$ cat src/sv/tds_pkg.sv
// Package with shared types and constants for the timer divisor search block.
`timescale 1ns / 1ps

package tds_pkg;

    // Upper bound, exclusive, on both the prescale divisor and the quotient.
    localparam int unsigned COUNT_LIMIT = 65535;
    // Width of the divisor candidate: it can climb to COUNT_LIMIT + 3.
    localparam int unsigned CAND_W = $clog2(COUNT_LIMIT + 1) + 1;
    localparam logic [31:0] LIMIT_32 = 32'(COUNT_LIMIT);
    localparam logic [31:0] MS_PER_S = 32'd1000;

    // One input item.
    typedef struct packed {
        logic [31:0] clock_hz;
        logic [31:0] clock_multiplier;
        logic [31:0] period_ms;
    } t_in;

    // One result item.
    typedef struct packed {
        logic        status;
        logic [15:0] divider;
        logic [15:0] reload;
    } t_out;

    // Result status codes.
    localparam logic STATUS_OK   = 1'b0;
    localparam logic STATUS_FAIL = 1'b1;

    // Request to the shared divider.
    typedef struct packed {
        logic        go;
        logic [31:0] dividend;
        logic [31:0] divisor;
    } t_div_req;

    // Answer from the shared divider.
    typedef struct packed {
        logic        done;
        logic [31:0] quot;
        logic [31:0] rem;
    } t_div_rsp;

    // Sequencer states.
    typedef enum logic [3:0] {
        S_IDLE,
        S_MUL_CLK,
        S_DIVK_GO,
        S_DIVK_WAIT,
        S_MUL_IVL,
        S_ZERO_CHK,
        S_DIVL_WAIT,
        S_TRY_GO,
        S_TRY_WAIT,
        S_EMIT
    } t_state;

endpackage

$ cat src/sv/timer_divisor_search.sv
// Top level of the timer divisor search: sequencer, shared multiplier and divider.
`timescale 1ns / 1ps

// Usage:
//   Drive i_item and raise start; the item is taken at a clock edge where start
//   is high and busy is low. busy stays high until the result has been shown.
//   The result appears on o_result for exactly one cycle with o_done high; the
//   receiver cannot hold it off and must take it in that cycle.
// Operation:
//   One 32-bit multiplier forms the wrapped product clock * multiplier and
//   later product / 1000 * interval. One restoring divider (32 steps, one bit
//   a cycle) gives the division by 1000, the start divisor target / limit + 1,
//   and then one division per divisor candidate.
// Sequence:
//   A zero target goes straight to the result; otherwise divisor candidates
//   are tried in turn until one fits or reaches the limit. One item is worked
//   on at a time.
// Reset:
//   Synchronous, active low; the block returns to idle and drops o_done.
//   Nothing else is held between items.

module timer_divisor_search (
    input  logic          i_clk,
    input  logic          i_rst_n,
    input  logic          start,
    input  tds_pkg::t_in  i_item,
    output logic          busy,
    output logic          o_done,
    output tds_pkg::t_out o_result
);
    import tds_pkg::*;

    t_state r_state, n_state;

    t_in               r_in,     n_in;
    logic [31:0]       r_target, n_target;
    logic [CAND_W-1:0] r_cand,   n_cand;
    t_out              r_out,    n_out;
    logic              r_done,   n_done;

    t_div_req w_req;
    t_div_rsp w_rsp;

    logic [31:0] w_mul_a;
    logic [31:0] w_mul_b;
    logic [31:0] w_prod;
    logic        w_hit;

    // Shared divider.
    tds_div u_div (
        .i_clk  (i_clk),
        .i_rst_n(i_rst_n),
        .i_req  (w_req),
        .o_rsp  (w_rsp)
    );

    // Shared multiplier; the low word gives the wrapped product.
    assign w_mul_a = (r_state == S_MUL_CLK) ? r_in.clock_hz : r_target;
    assign w_mul_b = (r_state == S_MUL_CLK) ? r_in.clock_multiplier : r_in.period_ms;
    assign w_prod  = w_mul_a * w_mul_b;

    // A candidate fits when it divides exactly with a quotient under the limit.
    assign w_hit = (w_rsp.quot < LIMIT_32) && (w_rsp.rem == '0);

    // Next state.
    always_comb begin
        n_state = r_state;
        case (r_state)
            S_IDLE: begin
                if (start && !busy) n_state = S_MUL_CLK;
            end
            S_MUL_CLK:   n_state = S_DIVK_GO;
            S_DIVK_GO:   n_state = S_DIVK_WAIT;
            S_DIVK_WAIT: begin
                if (w_rsp.done) n_state = S_MUL_IVL;
            end
            S_MUL_IVL:   n_state = S_ZERO_CHK;
            S_ZERO_CHK: begin
                n_state = (r_target == '0) ? S_EMIT : S_DIVL_WAIT;
            end
            S_DIVL_WAIT: begin
                if (w_rsp.done) n_state = S_TRY_GO;
            end
            S_TRY_GO: begin
                n_state = (r_cand >= CAND_W'(COUNT_LIMIT)) ? S_EMIT : S_TRY_WAIT;
            end
            S_TRY_WAIT: begin
                if (w_rsp.done) n_state = w_hit ? S_EMIT : S_TRY_GO;
            end
            S_EMIT:      n_state = S_IDLE;
            default:     n_state = S_IDLE;
        endcase
    end

    // Datapath updates and divider requests.
    always_comb begin
        n_in           = r_in;
        n_target       = r_target;
        n_cand         = r_cand;
        n_out          = r_out;
        n_done         = 1'b0;
        w_req.go       = 1'b0;
        w_req.dividend = r_target;
        w_req.divisor  = MS_PER_S;
        case (r_state)
            S_IDLE: begin
                if (start && !busy) n_in = i_item;
                n_out = '{status: STATUS_FAIL, divider: 16'd0, reload: 16'd0};
            end
            S_MUL_CLK: n_target = w_prod;
            S_DIVK_GO: w_req.go = 1'b1;
            S_DIVK_WAIT: begin
                if (w_rsp.done) n_target = w_rsp.quot;
            end
            S_MUL_IVL: n_target = w_prod;
            S_ZERO_CHK: begin
                w_req.go      = (r_target != '0);
                w_req.divisor = LIMIT_32;
            end
            S_DIVL_WAIT: begin
                if (w_rsp.done) n_cand = CAND_W'(w_rsp.quot) + CAND_W'(1);
            end
            S_TRY_GO: begin
                w_req.go      = (r_cand < CAND_W'(COUNT_LIMIT));
                w_req.divisor = 32'(r_cand);
            end
            S_TRY_WAIT: begin
                if (w_rsp.done) begin
                    if (w_hit) begin
                        // A quotient of one would give a zero reload: failure.
                        if (w_rsp.quot > 32'd1) begin
                            n_out.status  = STATUS_OK;
                            n_out.divider = r_cand[15:0];
                            n_out.reload  = w_rsp.quot[15:0] - 16'd1;
                        end
                    end else begin
                        n_cand = r_cand + CAND_W'(1);
                    end
                end
            end
            S_EMIT: n_done = 1'b1;
            default: begin
                n_done = 1'b0;
            end
        endcase
    end

    // Control registers.
    always_ff @(posedge i_clk) begin
        if (!i_rst_n) begin
            r_state <= S_IDLE;
            r_done  <= 1'b0;
        end else begin
            r_state <= n_state;
            r_done  <= n_done;
        end
    end

    // Payload registers.
    always_ff @(posedge i_clk) begin
        r_in     <= n_in;
        r_target <= n_target;
        r_cand   <= n_cand;
        r_out    <= n_out;
    end

    assign busy     = (r_state != S_IDLE) || r_done;
    assign o_done   = r_done;
    assign o_result = r_out;

endmodule

$ cat src/sv/tds_div.sv
// Shared restoring divider, 32 by 32 bits, one quotient bit per cycle.
`timescale 1ns / 1ps

module tds_div (
    input  logic              i_clk,
    input  logic              i_rst_n,
    input  tds_pkg::t_div_req i_req,
    output tds_pkg::t_div_rsp o_rsp
);
    import tds_pkg::*;

    logic        r_busy;
    logic        r_done;
    logic [4:0]  r_cnt;
    logic [31:0] r_rem;
    logic [31:0] r_quo;
    logic [31:0] r_den;

    logic [32:0] w_shift;
    logic [32:0] w_diff;

    // Trial subtraction for the current bit.
    assign w_shift = {r_rem, r_quo[31]};
    assign w_diff  = w_shift - {1'b0, r_den};

    // Control: a go starts 32 steps, done pulses once after the last one.
    always_ff @(posedge i_clk) begin
        if (!i_rst_n) begin
            r_busy <= 1'b0;
            r_done <= 1'b0;
            r_cnt  <= '0;
        end else begin
            r_done <= 1'b0;
            if (i_req.go) begin
                r_busy <= 1'b1;
                r_cnt  <= '0;
            end else if (r_busy) begin
                r_cnt <= r_cnt + 5'd1;
                if (r_cnt == 5'd31) begin
                    r_busy <= 1'b0;
                    r_done <= 1'b1;
                end
            end
        end
    end

    // Datapath: partial remainder and quotient shift left together.
    always_ff @(posedge i_clk) begin
        if (i_req.go) begin
            r_rem <= '0;
            r_quo <= i_req.dividend;
            r_den <= i_req.divisor;
        end else if (r_busy) begin
            if (!w_diff[32]) begin
                r_rem <= w_diff[31:0];
                r_quo <= {r_quo[30:0], 1'b1};
            end else begin
                r_rem <= w_shift[31:0];
                r_quo <= {r_quo[30:0], 1'b0};
            end
        end
    end

    assign o_rsp.done = r_done;
    assign o_rsp.quot = r_quo;
    assign o_rsp.rem  = r_rem;

endmodule
$ cat config.mk
export PLATFORM = sky130hd
export DESIGN_NAME = timer_divisor_search
export DESIGN_NICKNAME = d
export VERILOG_FILES = /design/src/sv/tds_pkg.sv /design/src/sv/timer_divisor_search.sv /design/src/sv/tds_div.sv
export SDC_FILE = /design/constraint.sdc
export NUM_CORES = 2
export LEC_CHECK = 0
export ABC_AREA = 1
export BUFFER_PORTS_ARGS = -buffer_cell sky130_fd_sc_hd__buf_2
export CAP_MARGIN = 20
export CORE_ASPECT_RATIO = 0.6
export CORE_MARGIN = 4
export CORE_UTILIZATION = 45
export DETAILED_ROUTE_END_ITERATION = 6
export GPL_TIMING_DRIVEN = 0
export PLACE_DENSITY = 0.62
export SETUP_SLACK_MARGIN = 0.1
export SLEW_MARGIN = 20
export SYNTH_ARGS = -nofsm -noshare
export SYNTH_HDL_FRONTEND = slang
export SYNTH_HIERARCHICAL = 1
export SYNTH_SLANG_ARGS = --single-unit
$ cat constraint.sdc
create_clock -name i_clk -period 14.3 [get_ports i_clk]
set_input_delay 1.43 -clock i_clk [delete_from_list [all_inputs] [get_ports i_clk]]
set_output_delay 1.43 -clock i_clk [all_outputs]
set_load 0.01 [all_outputs]
After elaboration in Yosys (flattened, before gate mapping):

Index checks and enable logic that the tools add are counted.

* $add $sub $neg: 5
* multipliers: 1
* magnitude comparators: 4
* equal/unequal tests: 17
* mux-type cells: 31
* bitwise logic cells: 2
* reductions and logical operators: 21

Operators with widths (count)
* $mux W32: 6
* $mux W33: 3
* $pmux W17 S2: 2
* $pmux W33 S2: 1
* $logic_not A32 Y1: 2
* $pmux W32 S2: 1
* $mux W17: 3
* $pmux W4 S9: 1
* $add A17 B1 Y17 const B: 2
* $sub A33 B32 Y33: 1
* $gt A32 B1 Y1 const B: 1
* $lt A32 B16 Y1 const B: 1
* $mul A32 B32 Y32: 1
* $reduce_bool A32 Y1: 1
* $mux W4: 6
* $ge A17 B16 Y1 const B: 1
* $lt A17 B16 Y1 const B: 1
* $eq A4 B3 Y1 const B: 4
* $sub A16 B1 Y16 const B: 1
* $reduce_and A4 Y1: 3
* $eq A4 B2 Y1 const B: 2
* $eq A4 B4 Y1 const B: 2
* $ne A2 B2 Y1 const B: 4
* $reduce_bool A2 Y1: 4
* 15 further kinds: 27

* flip-flop bits (word level): 286

Longest topological paths before layout:

* word-level depth: 6
* gate-level depth with buffers: 40

Hierarchy:

The synthesis kept the hierarchy.

Modules (own cells, without submodules)
* timer_divisor_search: times used 1, cells each 2782, area an instance 23974.2 um^2, seq. area each 5445.2 um^2
* tds_div: times used 1, cells each 1034, area an instance 6887.9 um^2, seq. area each 2702.6 um^2

Worst setup path after synthesis:

OpenSTA, ideal clock, no wires.

* kind: reg-to-reg
* start: register r_state[3]
* end: register r_target[31], data pin
* data arrival time: 7.429 ns
* required time: 14.048 ns
* path slack: 6.619 ns
* stages on the path, launching flop included: 36
* path buffers: 4
* period minus slack after synthesis: 7.681 ns
* cell sequence: dfxtp_1 nor2_1 nand2_2 buf_6 buf_6 nand2_1 nand2_1 clkbuf_1 inv_1 clkbuf_1 nor2_1 fa_1 fa_1 fa_1 inv_1 fa_1 inv_1 fa_1 inv_1 fa_1 inv_1 fa_1 fa_1 ha_1 nand2_1 nor4_1 nand4_1 nand3_1 a21o_1 a21boi_0 o21ai_0 inv_1 nand3_1 nand2_1 nand2_1 nand2_1

* cells in the longest elaborated chain, start to end: 4

Ends and longest elaborated chain
* from (decl): line timer_divisor_search.sv:33 `t_state r_state, n_state;`
* from (signal assigned): line timer_divisor_search.sv:154 `r_state <= n_state;`
* $eq A4 B1 Y1: line timer_divisor_search.sv:58, timer_divisor_search.sv:59, timer_divisor_search.sv:105
* $mux W32 (on tied branches): line timer_divisor_search.sv:58, timer_divisor_search.sv:59
* $mul A32 B32 Y32: line timer_divisor_search.sv:60 `assign w_prod = w_mul_a * w_mul_b;`
* $pmux W32 S2 *: line timer_divisor_search.sv:105 `case (r_state)`
* named net n_target[31]: line timer_divisor_search.sv:36 `logic [31:0] r_target, n_target;`
* to (signal assigned): line timer_divisor_search.sv:162 `r_target <= n_target;`
* to (decl): line timer_divisor_search.sv:36

The timed path passes the listed nets; every way through them passes the cells marked *.
A chain may end at the register's enable or synchronous reset.

Worst setup path in the final report:

Same ends and word-level chain as after synthesis.

==> results_dict.tcl <==
set metrics [dict create \
    grt_max_degree 33 \
    critPathBufInv 6 \
    routed_wl_um 112000 \
    finalHoldViolations 0 \
    max_freq_mhz 94.2 \
    rr_startpoint "r_state[3]" \
    cts.clk_slew.worst_paths_ns 0.07 \
    cts_max_path_buffers 3 \
    status "completed" \
    yosys.area.top_type "fa_1" \
    start_util 0.454 \
    synth_area_um2 30900 \
    grt_first_pass_wirelength_um 165000 \
    viasPerCell 5.37 \
    gp_congestion 1.01 \
    fp.dieW_um 346 \
    area_delta_synth_final_pct 9.89 \
    worstRegToRegCells 30 \
    cts_tree "yes" \
    finClkSkew_ns 0.0395 \
    hold_class "reg -> reg" \
    syn_inst 3816 \
    utilization 0.499 \
    synth_area_per_cell_um2 8.09 \
    wl_per_cell_um 22.6 \
    drtAntennaViolNets 0 \
    clk_latency_ns 0.62 \
    route.detailed.drc 0 \
    slowest_stage "clkinv_1" \
    vias 26500 \
    cp-end-kind "flip-flop" \
    io_buffer_count 133 \
    tns_ns 0 \
    fillers 6627 \
    cts_resized 0 \
    synth_top_area_frac 0.265 \
    antenna_found_initial 6 \
    drive_gt1_frac 0.0698 \
    synth_edf_count 242 \
    dpl.hpwl_um 92800 \
    synth_area_leaders "fa_1, edfxtp_1, nand2_1" \
    ff2ff_setup_slack_ns 3.68 \
    required_ns 14.67 \
    cts_root_buf "clkbuf_16" \
    setup_violations 0 \
    r2r_end "r_target[31]" \
    grt_usage 0.307 \
    synth.distinct_cells 53 \
    clock-sinks 286 \
    ys_warn_count 6 \
    firstDrtPassIters 6 \
    cp_max_fo 10 \
    crit_end "r_target[31]" \
    first_global_vias 25000 \
    async_flop_share 0 \
    die-area_um2 73000 \
    rsz0062_at_grt "false" \
    relSlewSlack 0.170 \
    ys.flop_type "edfxtp_1" \
    synth_seq_area_share 0.264 \
    fin_crit_sh 0.742 \
    io_pins 134 \
    ctsHoldBuffers 0 \
    crit_type "reg -> reg" \
    cp-startpoint "r_state[3]" \
    worst_pin_slew_ns 1.24 \
    drv_cap 0 \
    worst_setup_path_start_kind "flip-flop" \
    rows 74 \
    core-area_um2 68000 \
    slew_violations 0 \
    cp.depth 30 \
    cts_made_buffers 29 \
    drt-initial-drc-count 3336 \
    cpMostUsedCell "fa_1" \
    path_delay_family "adder cells" \
    die_y_um 211 \
    ys_ff_latch 286 \
    cp.arrival_ns 10.99 \
    period_needed_ns 10.62 \
    cpPeakStageDelay_ns 0.91 \
    gr-total-overflow 0 \
    postCtsSetupBuffers 0 \
    cts_max_level 1 \
    nNetsFinal 4671 \
]
-- layout make-up --
type	instances	area (um2)	share of cell area
multi-input cells	2639	19300	0.569
flip-flops and latches	286	8150	0.240
inverters	801	3010	0.0887
well taps	912	1140	0.0336
repair buffers	141	840	0.0248
clock buffers	32	737	0.0217
plain buffers	104	499	0.0147
clock inverters	21	228	0.00671
diodes	1	2.50	0.0000738
-- Yosys cell counts, types with 25 or more instances --
| master | instances |
|---|---|
| nand2_1 | 1066 |
| inv_1 | 782 |
| nor2_1 | 441 |
| fa_1 | 409 |
| edfxtp_1 | 242 |
| ha_1 | 161 |
| nand3_1 | 139 |
| o21ai_0 | 89 |
| a21oi_1 | 72 |
| clkbuf_1 | 70 |
| dfxtp_1 | 44 |
| xnor2_1 | 32 |
| xor2_1 | 30 |
| o21ai_1 | 25 |
-- worst reg2reg max path: cells and delay by family (launching register included) --
| family | cells | cell delay (ns) |
|---|---|---|
| buffers and inverters | 6 | 2.09 |
| AND/OR/NAND/NOR | 8 | 1.49 |
| flip-flops | 1 | 0.35 |
| AO/OA/AOI/OAI | 7 | 2.42 |
| adder cells (fa/ha/maj) | 9 | 4.00 |
-- flip-flops by register name, summed over array words and instances, names as in the netlist --
name,flops
u_div/r_quo,32
u_div/r_busy,1
r_target,32
o_result,33
r_cand,17
u_div/r_rem,32
r_state,4
r_in,96
u_div/r_den,32
o_done,1
u_div/r_cnt,5
u_div/r_done,1
-- placed cells by master, fill, tap and decap left out, drive strengths merged, types with 102 or more instances in the layout --
| cell type | count |
|---|---|
| nand2 | 1082 |
| inv | 797 |
| nor2 | 447 |
| fa | 409 |
| edfxtp | 242 |
| buf | 175 |
| ha | 161 |
| nand3 | 141 |
| o21ai | 128 |
| clkbuf | 102 |
-- metrics by stage --
| step | std cells | setup slack [ns] | instance area [um2] | hold slack [ns] |
|---|---|---|---|---|
| 6_report | 4937 | 3.68 | 33900 | 0.449 |
| 5_1_grt | 4936 | 3.71 | 33900 | 0.470 |
| 4_1_cts | 4935 | 4.17 | 33900 | 0.448 |
| 3_5_place_dp | 4882 | 4.21 | 32900 | 0.441 |
| 3_3_place_gp | 4875 | 4.22 | 32700 | 0.444 |
| 2_1_floorplan | 3830 | 6.62 | 30900 | 0.423 |
-- how the worst min path moves through the flow --
| stage | slack [ns] | startpoint | cells past startpoint | end |
|---|---|---|---|---|
| 2_1_floorplan | 0.42 | r_state[2] | 1 | o_done |
| 3_3_place_gp | 0.44 | r_state[2] | 1 | o_done |
| 3_5_place_dp | 0.44 | r_state[2] | 1 | o_done |
| 4_1_cts | 0.45 | r_state[2] | 1 | o_done |
| 5_1_grt | 0.47 | r_state[2] | 1 | o_done |
| 6_report | 0.45 | r_state[2] | 1 | o_done |
-- metal layers --
| metal | GRT usage | part of all wire |
|---|---|---|
| met1 | 0.495 | 0.46 |
| met2 | 0.366 | 0.35 |
| met3 | 0.141 | 0.17 |
| met4 | 0.0517 | 0.019 |
| met5 | 0 | 0.00051 |
-- kinds of logic after synthesis --
logic type | after synthesis | synth area share
compound gates | 229 | 0.0424
xor+xnor | 62 | 0.0176
fa+ha+maj | 570 | 0.331
buf+inv | 905 | 0.113
flops | 286 | 0.264
other cells | 1 | 0.000122
simple gates | 1763 | 0.232
Power is left out: the tool's default activity adds up to more than one toggle a clock period on the data nets, which glitch-free logic cannot reach.
